===== src/sv/arci_pkg.sv =====
package arci_pkg;

    localparam int unsigned Q_DEPTH = 4;
    localparam int unsigned Q_PTR_W = $clog2(Q_DEPTH);
    localparam int unsigned Q_CNT_W = $clog2(Q_DEPTH + 1);

    localparam logic [7:0] C_CR    = 8'h0D;
    localparam logic [7:0] C_LF    = 8'h0A;
    localparam logic [7:0] C_ZERO  = 8'h30;
    localparam logic [7:0] C_ONE   = 8'h31;
    localparam logic [7:0] C_UPPER = 8'h37;
    localparam logic [7:0] C_E     = 8'h45;
    localparam logic [7:0] C_F     = 8'h46;
    localparam logic [7:0] C_N     = 8'h4E;
    localparam logic [7:0] C_O     = 8'h4F;
    localparam logic [7:0] C_R     = 8'h52;
    localparam logic [7:0] C_S     = 8'h53;
    localparam logic [7:0] C_T     = 8'h54;
    localparam logic [7:0] HEX_LO  = 8'h11;
    localparam logic [7:0] HEX_HI  = 8'h16;
    localparam logic [7:0] ALL_OFF = 8'hFF;

    typedef enum logic [2:0] {
        K_ECHO   = 3'd0,
        K_DONE   = 3'd1,
        K_ERROR  = 3'd2,
        K_STAT1  = 3'd3,
        K_STAT2  = 3'd4
    } t_kind;

    typedef struct packed {
        t_kind      kind;
        logic [7:0] echo;
        logic [7:0] stat0;
        logic [7:0] stat1;
        logic [7:0] relay;
    } t_desc;

    function automatic logic [7:0] f_hex_char(input logic [3:0] nib);
        if (nib <= 4'd9) begin
            return C_ZERO + {4'h0, nib};
        end
        return C_UPPER + {4'h0, nib};
    endfunction

    function automatic logic [4:0] f_hex_value(input logic [7:0] c);
        logic [7:0] d;
        logic [7:0] e;
        d = c - C_ZERO;
        e = d - 8'd7;
        if (d <= 8'd9) begin
            return {1'b1, d[3:0]};
        end
        if (d >= HEX_LO && d <= HEX_HI) begin
            return {1'b1, e[3:0]};
        end
        return 5'd0;
    endfunction

    function automatic logic [3:0] f_resp_len(input t_kind kind);
        case (kind)
            K_ECHO:  return 4'd1;
            K_DONE:  return 4'd3;
            K_ERROR: return 4'd10;
            K_STAT1: return 4'd6;
            K_STAT2: return 4'd7;
            default: return 4'd1;
        endcase
    endfunction

    function automatic logic [7:0] f_resp_byte(input t_desc d, input logic [3:0] idx);
        logic [7:0] b;
        b = C_LF;
        case (idx)
            4'd0: b = d.echo;
            4'd1: b = C_CR;
            4'd2: b = C_LF;
            default: begin
                case (d.kind)
                    K_ERROR: begin
                        case (idx)
                            4'd3:    b = C_E;
                            4'd4:    b = C_R;
                            4'd5:    b = C_R;
                            4'd6:    b = C_O;
                            4'd7:    b = C_R;
                            4'd8:    b = C_CR;
                            default: b = C_LF;
                        endcase
                    end
                    K_STAT1: begin
                        case (idx)
                            4'd3:    b = d.stat0;
                            4'd4:    b = C_CR;
                            default: b = C_LF;
                        endcase
                    end
                    K_STAT2: begin
                        case (idx)
                            4'd3:    b = d.stat0;
                            4'd4:    b = d.stat1;
                            4'd5:    b = C_CR;
                            default: b = C_LF;
                        endcase
                    end
                    default: b = C_LF;
                endcase
            end
        endcase
        return b;
    endfunction

endpackage


===== src/sv/arci_front.sv =====
module arci_front import arci_pkg::*; (
    input  logic       i_clk,
    input  logic       i_rst_n,
    input  logic       i_push,
    input  logic       i_full,
    input  logic [7:0] i_rx_byte,
    output logic       o_wr_en,
    output t_desc      o_wr_desc
);

    logic [7:0] r_first;
    logic [7:0] r_second;
    logic [1:0] r_count;
    logic [7:0] r_relay;
    logic [7:0] n_first;
    logic [7:0] n_second;
    logic [1:0] n_count;
    logic [7:0] n_relay;

    logic       accept;
    logic       complete;
    logic [7:0] second;
    logic [7:0] digit;
    logic [7:0] bitmask;
    logic [7:0] on_mask;
    logic [4:0] hv_hi;
    logic [4:0] hv_lo;
    t_desc      desc;

    assign accept  = i_push && !i_full;
    assign on_mask = ~r_relay;

    always_comb begin
        n_first  = r_first;
        n_second = r_second;
        n_count  = r_count;
        n_relay  = r_relay;
        complete = 1'b0;
        second   = r_second;
        case (r_count)
            2'd1: begin
                n_second = i_rx_byte;
                second   = i_rx_byte;
                if (r_first == C_R) begin
                    n_count = 2'd2;
                end else begin
                    complete = 1'b1;
                    n_count  = 2'd0;
                end
            end
            2'd2: begin
                complete = 1'b1;
                n_count  = 2'd0;
            end
            default: begin
                n_first = i_rx_byte;
                n_count = 2'd1;
            end
        endcase

        digit   = second - C_ZERO;
        bitmask = (digit == 8'd0) ? 8'd0 : 8'(8'd1 << digit[2:0] - 3'd1);
        hv_hi   = f_hex_value(second);
        hv_lo   = f_hex_value(i_rx_byte);

        desc.kind  = K_ECHO;
        desc.echo  = i_rx_byte;
        desc.stat0 = C_ZERO;
        desc.stat1 = C_ZERO;

        if (complete) begin
            desc.kind = K_ERROR;
            if (r_first == C_R) begin
                if (hv_hi[4] && hv_lo[4]) begin
                    desc.kind = K_DONE;
                    n_relay   = ~{hv_hi[3:0], hv_lo[3:0]};
                end
            end else if (digit <= 8'd8) begin
                case (r_first)
                    C_N: begin
                        desc.kind = K_DONE;
                        n_relay   = (digit == 8'd0) ? 8'h00 : (r_relay & ~bitmask);
                    end
                    C_F: begin
                        desc.kind = K_DONE;
                        n_relay   = (digit == 8'd0) ? ALL_OFF : (r_relay | bitmask);
                    end
                    C_T: begin
                        desc.kind = K_DONE;
                        n_relay   = (digit == 8'd0) ? ~r_relay : (r_relay ^ bitmask);
                    end
                    C_S: begin
                        if (digit == 8'd0) begin
                            desc.kind  = K_STAT2;
                            desc.stat0 = f_hex_char(on_mask[7:4]);
                            desc.stat1 = f_hex_char(on_mask[3:0]);
                        end else begin
                            desc.kind  = K_STAT1;
                            desc.stat0 = ((on_mask & bitmask) != 8'd0) ? C_ONE : C_ZERO;
                        end
                    end
                    default: desc.kind = K_ERROR;
                endcase
            end
        end
        desc.relay = n_relay;
    end

    always_ff @(posedge i_clk) begin
        if (!i_rst_n) begin
            r_first  <= 8'd0;
            r_second <= 8'd0;
            r_count  <= 2'd0;
            r_relay  <= ALL_OFF;
        end else if (accept) begin
            r_first  <= n_first;
            r_second <= n_second;
            r_count  <= n_count;
            r_relay  <= n_relay;
        end
    end

    assign o_wr_en   = accept;
    assign o_wr_desc = desc;

    a_count_range: assert property (@(posedge i_clk) disable iff (!i_rst_n)
        r_count != 2'd3)
        else $error("command character count out of range");

    a_third_only_r: assert property (@(posedge i_clk) disable iff (!i_rst_n)
        r_count == 2'd2 |-> r_first == C_R)
        else $error("third character gathered for a non-R command");

endmodule


===== src/sv/arci_queue.sv =====
module arci_queue import arci_pkg::*; (
    input  logic  i_clk,
    input  logic  i_rst_n,
    input  logic  i_wr_en,
    input  t_desc i_wr_desc,
    input  logic  i_rd_en,
    output t_desc o_rd_desc,
    output logic  o_full,
    output logic  o_empty
);

    t_desc               r_mem [Q_DEPTH];
    logic [Q_PTR_W-1:0]  r_wr_ptr;
    logic [Q_PTR_W-1:0]  r_rd_ptr;
    logic [Q_CNT_W-1:0]  r_count;

    assign o_full    = (r_count == Q_CNT_W'(Q_DEPTH));
    assign o_empty   = (r_count == '0);
    assign o_rd_desc = r_mem[r_rd_ptr];

    always_ff @(posedge i_clk) begin
        if (i_wr_en) begin
            r_mem[r_wr_ptr] <= i_wr_desc;
        end
    end

    always_ff @(posedge i_clk) begin
        if (!i_rst_n) begin
            r_wr_ptr <= '0;
            r_rd_ptr <= '0;
            r_count  <= '0;
        end else begin
            if (i_wr_en) begin
                r_wr_ptr <= (r_wr_ptr == Q_PTR_W'(Q_DEPTH - 1)) ? '0 : r_wr_ptr + 1'b1;
            end
            if (i_rd_en) begin
                r_rd_ptr <= (r_rd_ptr == Q_PTR_W'(Q_DEPTH - 1)) ? '0 : r_rd_ptr + 1'b1;
            end
            case ({i_wr_en, i_rd_en})
                2'b10:   r_count <= r_count + 1'b1;
                2'b01:   r_count <= r_count - 1'b1;
                default: r_count <= r_count;
            endcase
        end
    end

    a_no_overflow: assert property (@(posedge i_clk) disable iff (!i_rst_n)
        r_count <= Q_CNT_W'(Q_DEPTH))
        else $error("queue fill above depth");

    a_no_underrun: assert property (@(posedge i_clk) disable iff (!i_rst_n)
        i_rd_en |-> !o_empty)
        else $error("read from empty queue");

endmodule


===== src/sv/arci_back.sv =====
module arci_back import arci_pkg::*; (
    input  logic       i_clk,
    input  logic       i_rst_n,
    input  t_desc      i_rd_desc,
    input  logic       i_q_empty,
    output logic       o_rd_en,
    input  logic       i_pop,
    output logic       o_empty,
    output logic [7:0] o_tx_byte,
    output logic       o_last,
    output logic [7:0] o_relay_state
);

    logic       r_out_valid;
    logic [3:0] r_idx;
    logic [7:0] r_tx;
    logic       r_last;
    logic [7:0] r_relay;

    logic       advance;
    logic       at_end;
    logic [3:0] len;

    assign len     = f_resp_len(i_rd_desc.kind);
    assign at_end  = (r_idx == len - 4'd1);
    assign advance = !i_q_empty && (!r_out_valid || i_pop);
    assign o_rd_en = advance && at_end;

    always_ff @(posedge i_clk) begin
        if (!i_rst_n) begin
            r_out_valid <= 1'b0;
            r_idx       <= 4'd0;
        end else begin
            if (advance) begin
                r_out_valid <= 1'b1;
                r_idx       <= at_end ? 4'd0 : r_idx + 4'd1;
            end else if (i_pop) begin
                r_out_valid <= 1'b0;
            end
        end
    end

    always_ff @(posedge i_clk) begin
        if (advance) begin
            r_tx    <= f_resp_byte(i_rd_desc, r_idx);
            r_last  <= at_end;
            r_relay <= i_rd_desc.relay;
        end
    end

    assign o_empty       = !r_out_valid;
    assign o_tx_byte     = r_tx;
    assign o_last        = r_last;
    assign o_relay_state = r_relay;

    a_idx_in_range: assert property (@(posedge i_clk) disable iff (!i_rst_n)
        !i_q_empty |-> r_idx < len)
        else $error("response index beyond response length");

    a_restart_after_last: assert property (@(posedge i_clk) disable iff (!i_rst_n)
        o_rd_en |=> r_idx == 4'd0 && r_last && r_out_valid)
        else $error("response sequencer did not restart after final byte");

endmodule


===== src/sv/ascii_relay_command_interpreter_unit.sv =====
// channel   | handshake              | payload
// ----------+------------------------+-----------------------------------
// command   | push / full            | i_rx_byte
// response  | empty / pop            | o_tx_byte, o_last, o_relay_state
//
// Each received byte is decoded in the cycle it is accepted and queued as one
// response request; the back end sends one byte per cycle while the response
// side pops; a request is 1, 3, 6, 7 or 10 bytes, set by the byte sequencer.
// A four-entry request queue lets the command side run ahead of a stalled
// response side; full rises only when that queue is full.
// Synchronous active-low reset: relays all off, command gathering restarts.
module ascii_relay_command_interpreter_unit import arci_pkg::*; (
    input  logic       i_clk,
    input  logic       i_rst_n,
    input  logic       push,
    output logic       full,
    input  logic [7:0] i_rx_byte,
    output logic       empty,
    input  logic       pop,
    output logic [7:0] o_tx_byte,
    output logic       o_last,
    output logic [7:0] o_relay_state
);

    logic  wr_en;
    t_desc wr_desc;
    logic  rd_en;
    t_desc rd_desc;
    logic  q_empty;

    arci_front u_front (
        .i_clk     (i_clk),
        .i_rst_n   (i_rst_n),
        .i_push    (push),
        .i_full    (full),
        .i_rx_byte (i_rx_byte),
        .o_wr_en   (wr_en),
        .o_wr_desc (wr_desc)
    );

    arci_queue u_queue (
        .i_clk     (i_clk),
        .i_rst_n   (i_rst_n),
        .i_wr_en   (wr_en),
        .i_wr_desc (wr_desc),
        .i_rd_en   (rd_en),
        .o_rd_desc (rd_desc),
        .o_full    (full),
        .o_empty   (q_empty)
    );

    arci_back u_back (
        .i_clk         (i_clk),
        .i_rst_n       (i_rst_n),
        .i_rd_desc     (rd_desc),
        .i_q_empty     (q_empty),
        .o_rd_en       (rd_en),
        .i_pop         (pop),
        .o_empty       (empty),
        .o_tx_byte     (o_tx_byte),
        .o_last        (o_last),
        .o_relay_state (o_relay_state)
    );

endmodule


===== config.mk =====
export PLATFORM = sky130hd
export DESIGN_NAME = ascii_relay_command_interpreter_unit
export DESIGN_NICKNAME = d
export VERILOG_FILES = /design/src/sv/arci_pkg.sv /design/src/sv/arci_front.sv /design/src/sv/arci_queue.sv /design/src/sv/arci_back.sv /design/src/sv/ascii_relay_command_interpreter_unit.sv
export SDC_FILE = /design/constraint.sdc
export NUM_CORES = 1
export LEC_CHECK = 0
export ABC_AREA = 1
export BUFFER_PORTS_ARGS = -buffer_cell sky130_fd_sc_hd__buf_2
export CAP_MARGIN = 10
export CORE_MARGIN = 1.5
export CORE_UTILIZATION = 55
export DETAILED_ROUTE_END_ITERATION = 10
export PLACE_DENSITY_LB_ADDON = 0.3
export SETUP_SLACK_MARGIN = 0.15
export SLEW_MARGIN = 20
export SYNTH_ARGS = -nofsm -noshare
export SYNTH_HDL_FRONTEND = slang
export SYNTH_SLANG_ARGS = --single-unit

===== constraint.sdc =====
create_clock -name i_clk -period 5.6 [get_ports i_clk]
set_input_delay 0.56 -clock i_clk [delete_from_list [all_inputs] [get_ports i_clk]]
set_output_delay 0.56 -clock i_clk [all_outputs]
set_load 0.02 [all_outputs]

Yosys cells after proc, flatten, opt, wreduce, memory -nomap -nowiden
Memory sizes are Yosys's and may differ from the RTL's. A register that Yosys moved wholly into a read port is not among the register bits.
Index checks and enable logic that the tools add are counted.
{"block": "op_classes", "addsub": 15, "n_lt_le_gt_ge": 9, "eq_ne": 25, "n_shift": 1, "mux": 73, "bitwise_logic": 8, "n_reduce_logical": 20}
{"cell": "8-bit two-way mux", "count": 15}
{"cell": "8-bit one-hot mux with 3 select lines", "count": 4}
{"cell": "16-bit two-way mux", "count": 4}
{"cell": "8-bit by 7-bit equality test with 1-bit output (second input constant)", "count": 5}
{"cell": "5-bit two-way mux", "count": 8}
{"cell": "6-bit by 4-bit adder with 7-bit output (first input constant)", "count": 4}
{"cell": "7-bit one-hot mux with 4 select lines", "count": 1}
{"cell": "8-bit by 4-bit <= comparator with 1-bit output (second input constant)", "count": 3}
{"cell": "1-bit two-way mux", "count": 24}
{"cell": "8-bit NOT", "count": 3}
{"cell": "8-bit AND", "count": 2}
{"cell": "4-bit by 3-bit equality test with 1-bit output (second input constant)", "count": 4}
{"cell": "8-bit by 5-bit greater-or-equal comparator with 1-bit output (second input constant)", "count": 2}
{"cell": "8-bit by 5-bit <= comparator with 1-bit output (second input constant)", "count": 2}
{"cell": "4-bit one-hot mux with 4 select lines", "count": 1}
{"cell": "8-bit one-hot mux with 2 select lines", "count": 1}
{"cell": "8-bit by 6-bit subtractor with 8-bit output (second input constant)", "count": 2}
{"cell": "2-bit two-way mux", "count": 6}
{"cell": "3-bit two-way mux", "count": 4}
{"cell": "3-bit one-hot mux with 2 select lines", "count": 2}
{"cell": "2-bit equality test (second input constant)", "count": 4}
{"cell": "4-bit by 2-bit equality test with 1-bit output (second input constant)", "count": 2}
{"cell": "4-bit <= comparator (second input constant)", "count": 2}
{"cell": "8-bit logical NOT", "count": 1}
{"cell": "30 further kinds", "count": 45}
{"block": "word_totals", "reg_bits": 55, "mem_bits_rw": 140, "inputBits": 12, "out_inout_bits": 19, "mem_count": 1}
{"name": "u_queue.r_mem", "depth": 4, "word_bits": 35, "rd": 1, "rd_clocked_by_memory_dff": 1, "write_ports": 1, "line": "arci_queue.sv:12", "text": "t_desc r_mem [Q_DEPTH];"}

Longest topological paths before layout
{"block": "logic_depth", "ltp_word": 15, "depth_mapped": 27, "ltp_nobuf": 26}

Cells and area by module
From an unflattened synthesis, not the netlist that was laid out.
{"block": "hier_totals", "cells_unflattened": 1109, "hier_area_um2": 10334.9}
{"mod": "arci_queue", "instances": 1, "cells_per_inst": 398, "area_each_um2": 5654.2, "seq_area_each_um2": 4384.2}
{"mod": "arci_front", "instances": 1, "cells_per_inst": 510, "area_each_um2": 3244.4, "seq_area_each_um2": 520.5}
{"mod": "arci_back", "instances": 1, "cells_per_inst": 201, "area_each_um2": 1436.4, "seq_area_each_um2": 610.6}

Least setup slack after synthesis
No wires, ideal clock.
{"block": "synth_path", "path_kind": "reg-to-reg", "from": "reg u_front.r_count[1]", "to": "mem u_queue.r_mem[0][2] (netlist name), data pin", "arrival_time_ns": 3.006, "required_ns": 5.327, "path_slack_ns": 2.321, "stages_incl_launch_ff": 21, "n_path_buf": 2, "cell_sequence": "dfxtp_1 > inv_1 > ha_1 > buf_6 > o21ai_1 > inv_1 > ha_1 > inv_1 > nor3_4 > nand2_4 > inv_1 > clkbuf_1 > nor3_1 > inv_1 > ha_1 > inv_1 > nand2_1 > o211ai_1 > nand3_1 > a21oi_1 > nand2_1"}
{"block": "synth_via", "elab_chain_len": 13, "word_cells_on_any_way": 33}
{"element": "start: declaration", "line": "arci_front.sv:13", "text": "logic [1:0] r_count;"}
{"element": "start signal: assignment", "line": "arci_front.sv:118", "text": "r_count <= n_count;"}
{"element": "2-bit by 1-bit equality test with 1-bit output (*)", "line": "arci_front.sv:40", "text": "case (r_count)"}
{"element": "8-bit two-way mux (*)", "line": "arci_front.sv:40"}
{"element": "8-bit by 6-bit subtractor with 8-bit output (*)", "line": "arci_front.sv:61", "text": "digit = second - C_ZERO;"}
{"element": "via u_front.digit[1]", "line": "arci_front.sv:23", "text": "logic [7:0] digit;"}
{"element": "8-bit by 5-bit greater-or-equal comparator with 1-bit output (tied with other cells)", "line": "arci_pkg.sv:54", "text": "if (d >= HEX_LO && d <= HEX_HI) begin"}
{"element": "1-bit logical AND or 1-bit by 3-bit left shift with 8-bit output (tied branches)", "line": "arci_pkg.sv:54, arci_front.sv:62"}
{"element": "1-bit two-way mux or 8-bit two-way mux (tied branches)", "line": "arci_pkg.sv:54, arci_front.sv:62"}
{"element": "1-bit two-way mux or 8-bit NOT (tied branches)", "line": "arci_pkg.sv:54, arci_front.sv:82"}
{"element": "5-bit two-way mux or 8-bit AND (tied branches)", "line": "arci_pkg.sv:57, arci_front.sv:82"}
{"element": "5-bit two-way mux or 8-bit two-way mux (tied branches)", "line": "arci_pkg.sv:54, arci_front.sv:82"}
{"element": "1-bit logical AND or 8-bit one-hot mux with 3 select lines (tied branches)", "line": "arci_front.sv:74, arci_front.sv:79"}
{"element": "8-bit two-way mux (on tied branches)", "line": "arci_front.sv:74, arci_front.sv:78"}
{"element": "8-bit two-way mux (*)", "line": "arci_front.sv:73", "text": "if (r_first == C_R) begin"}
{"element": "8-bit two-way mux (*)", "line": "arci_front.sv:71", "text": "if (complete) begin"}
{"element": "via u_front.n_relay[2]", "line": "arci_front.sv:18", "text": "logic [7:0] n_relay;"}
{"element": "end: declaration", "line": "arci_queue.sv:12"}
The timed path passes the listed nets; every way through them passes the cells marked *. The select of a mux whose other input is x is not followed.

Final worst setup path
{"block": "layout_path", "from": "reg u_front.r_count[1]", "to": "mem u_queue.r_mem[0][1] (netlist name), data pin"}
The elaborated chain is that of the path after synthesis.

==> flow_summary.toml <==
[clock_tree]
cts_made_buffers = 17
hold_buffers = 0
clockBufferDepth = 2
tritoncts = "yes"
cts_root_buffer = "clkbuf_16"
clk_pin_slew_worst_paths_ns = 0.07
htreeDepth = 4
postCtsSetupBuffers = 0
cts_resized = 0
clkLatencyLatePin_ns = 0.44
cts.sinks = 189

[synthesis]
netlist_top_cells_count = "197 x nand2_1, 149 x edfxtp_1, 114 x nor2_1"
yosysSeqAreaShare = 0.544
synth_top_cell_area_share = 0.462
yosys-top-cells-area = "edfxtp_1 46%, dfxtp_1 8.3%, nand2_1 7.6%"
synth_edf_count = 149
yosysWarnings = 0
yosysMostFrequentCell = "nand2_1"
ys_types = 51
syn_area_um2 = 9690
ys.flop_type = "edfxtp_1"
yosysTopAreaCell = "edfxtp_1"
ys_ff_latch = 189
syn_avg_cell_area_um2 = 9.42
syn_nets = 1099
ys_async_sr_fraction = 0
synthCells = 1029

[drt]
vias = 7472
wl_mm = 23.5
highest_layer = "met4"
via_per_inst = 5.77
drt_iter0_markers = 849
ant_nets = 0
wl_met1_mm = 9.97
dr.pass1.iters = 5
wl_met3_mm = 1.46
wl_per_cell_um = 18.1
dr_wl_met2_mm = 11.5
drc = 0

[die]
coreArea_um2 = 17200
fp.dieH_um = 136
pin_count = 31
start_util = 0.562
rows = 48
dieWidth_um = 136
dieArea_um2 = 18400

[timing]
slew_headroom = 0.398
fin_setup_tns_ns = 0
whs_ns = 0.461
rsz0062_at_grt = "false"
maxSlewViolCount = 0
skew_ns = 0.0131
setup_viol = 0
fmax_mhz = 247
fin_ws_ns = 1.55
min_period_over_period = 0.723
hold_viol_final = 0
tightest_slew_ns = 0.902
fin_crit_ns = 4.05

[power]
switching_power_mw = 1.93
ir_worst_vdd_uv = 315
comb_power_share = 0.347
pwr_density_cell_nw_per_um2 = 458
power_frac_seq = 0.386
sw_frac_of_total = 0.390
power.internal_mw = 3.02
clkPwrFrac = 0.267
power_leakage_nw = 4.36

[worst_setup_path]
cp-end-kind = "flip-flop"
path_max_fanout = 28
path_cells = "inv_1 > ha_1 > nand2_1 > o21ai_1 > inv_1 > ha_1 > inv_1 > nor3_4 > nand2_4 > inv_1 > nor3_1 > inv_1 > ha_1 > inv_1 > nand2_1 > nand3_1 > nand3_1 > a21oi_1 > nand2_1"
cp.required_ns = 5.76
cp-start-kind = "flip-flop"
crit_top_cell = "inv_1"
worstSetupPathType = "reg -> reg"
slowest_delay_ns = 0.54
cp_slowest_cell = "ha_1"
arrival_ns = 4.21

[cells_and_area]
stdcell_area_um2 = 10800
n_antenna_cell = 0
drive_above_1_share = 0.109
finalNetCount = 1126
area.growth.synth_to_final_pct = 11.4
n_fill_cell = 1405

[grt]
grt_pass1_wl_mm = 36.8
grt_antenna_before_repair = 0
grt_max_degree = 67
grt.overflow.total = 0
track_usage = 0.265
grt_pass1_vias = 6962

[job]
maxCapViolations = 0

[place]
dp_hpwl_mm = 15.1
pre_cts_slack_ns = 1.64
placed_cell_area_um2 = 10100
place_congestion = 0.958
port_buffers = 30

[worst_hold_path]
hold_path.class = "reg -> reg"

[outcome]
outcome = "completed"
-- metal layers --
metal / GRT usage / vias up
li1: - / 3565
met1: 0.339 / 3598
met2: 0.449 / 262
met3: 0.0513 / 47
met4: 0.0938 / 0
met5: 0 / -
-- cell usage in the layout, fill, tap and decap left out, types with 3 or more instances in the layout --
cell       netlist  layout
a211oi_1         3       3
a211oi_2         6       6
a21oi_1         54      53
a221oi_1         3       3
a22o_1           3       3
a31oi_1          4       3
buf_2            4      30
buf_4            0       9
clkbuf_16        0      17
clkinv_8         0       5
dfxtp_1         40      39
edfxtp_1       149     149
ha_1            57      57
inv_1          110     110
inv_2            7       7
inv_8            0       4
nand2_1        197     197
nand2_2          7       7
nand3_1         60      60
nand4_1          8       8
nor2_1         114     110
nor2_4           2       6
nor3_1          12      12
nor4_1           3       3
o211ai_1         7       7
o21ai_0         96      96
o22ai_1         18      18
xor2_1           8       8
-- state kept, by name, summed over array words and instances (netlist names), 2 cells and up, named ones only --
signal / cells
u_queue.r_rd_ptr: 2
u_queue.r_mem: 132
u_back.o_tx_byte: 8
u_back.r_idx: 4
u_queue.r_wr_ptr: 2
u_queue.r_count: 3
u_front.r_count: 2
u_back.o_relay_state: 8
u_front.r_first: 8
u_front.r_relay: 8
u_front.r_second: 8
-- through the flow --
| step | power [mW] | instances | util |
|---|---|---|---|
| 3_5_place_dp | 3.61 | 1260 | 0.585 |
| 2_1_floorplan | 3.10 | 1029 | - |
| 6_report | 4.94 | 1294 | 0.626 |
| 5_1_grt | 5.22 | 1294 | 0.626 |
| 3_3_place_gp | 3.56 | 1260 | 0.585 |
| 4_1_cts | 4.93 | 1292 | 0.624 |
-- power by group through the flow --
stage / Sequential (mW) / Combinational [mW] / Clock (mW)
2_1_floorplan: 2.01 / 1.09 / 0
5_1_grt: 1.93 / 1.90 / 1.39
6_report: 1.91 / 1.72 / 1.32
4_1_cts: 1.91 / 1.69 / 1.33
3_5_place_dp: 1.94 / 1.67 / 0
3_3_place_gp: 1.93 / 1.64 / 0
-- area by class of cell --
| type | instances | area (um2) | share of cell area |
|---|---|---|---|
| flip-flops and latches | 189 | 5280 | 0.489 |
| multi-input cells | 689 | 3870 | 0.358 |
| inverters | 118 | 443 | 0.0410 |
| clock buffers | 17 | 425 | 0.0394 |
| well taps | 225 | 282 | 0.0261 |
| repair buffers | 41 | 265 | 0.0246 |
| clock inverters | 15 | 236 | 0.0219 |
-- cells by family (layout without fill, tap and decap cells) --
| group | after synthesis | after routing | share of synthesized area |
|---|---|---|---|
| xor gates and xnor gates | 9 | 9 | 0.00813 |
| DFF | 189 | 189 | 0.544 |
| AOI/OAI and AO/OA | 204 | 204 | 0.122 |
| and+or+nand+nor | 418 | 418 | 0.189 |
| adders and majority gates | 58 | 58 | 0.0757 |
| buffers and inverters | 151 | 191 | 0.0605 |
-- critical path: cells and delay by family, from the launching register on --
kind / cells / cell delay (ns)
compound gates: 2 / 0.46
fa+ha+maj: 3 / 1.06
buf+inv: 6 / 0.80
flops: 1 / 0.34
simple gates: 8 / 1.10
-- path summary, 6_finish.rpt --
path | from | end | slack, ns | cells after the start
worst max register to register | u_front.r_count[1] | u_queue.r_mem[0][1] | 1.55 | 19
worst max-delay path | u_front.r_count[1] | u_queue.r_mem[0][1] | 1.55 | 19
worst min-delay path | u_front.r_first[7] | u_front.r_first[7] | 0.46 | 2
worst min register to register | u_front.r_first[7] | u_front.r_first[7] | 0.46 | 2
(Power assumes the default switching activity.)
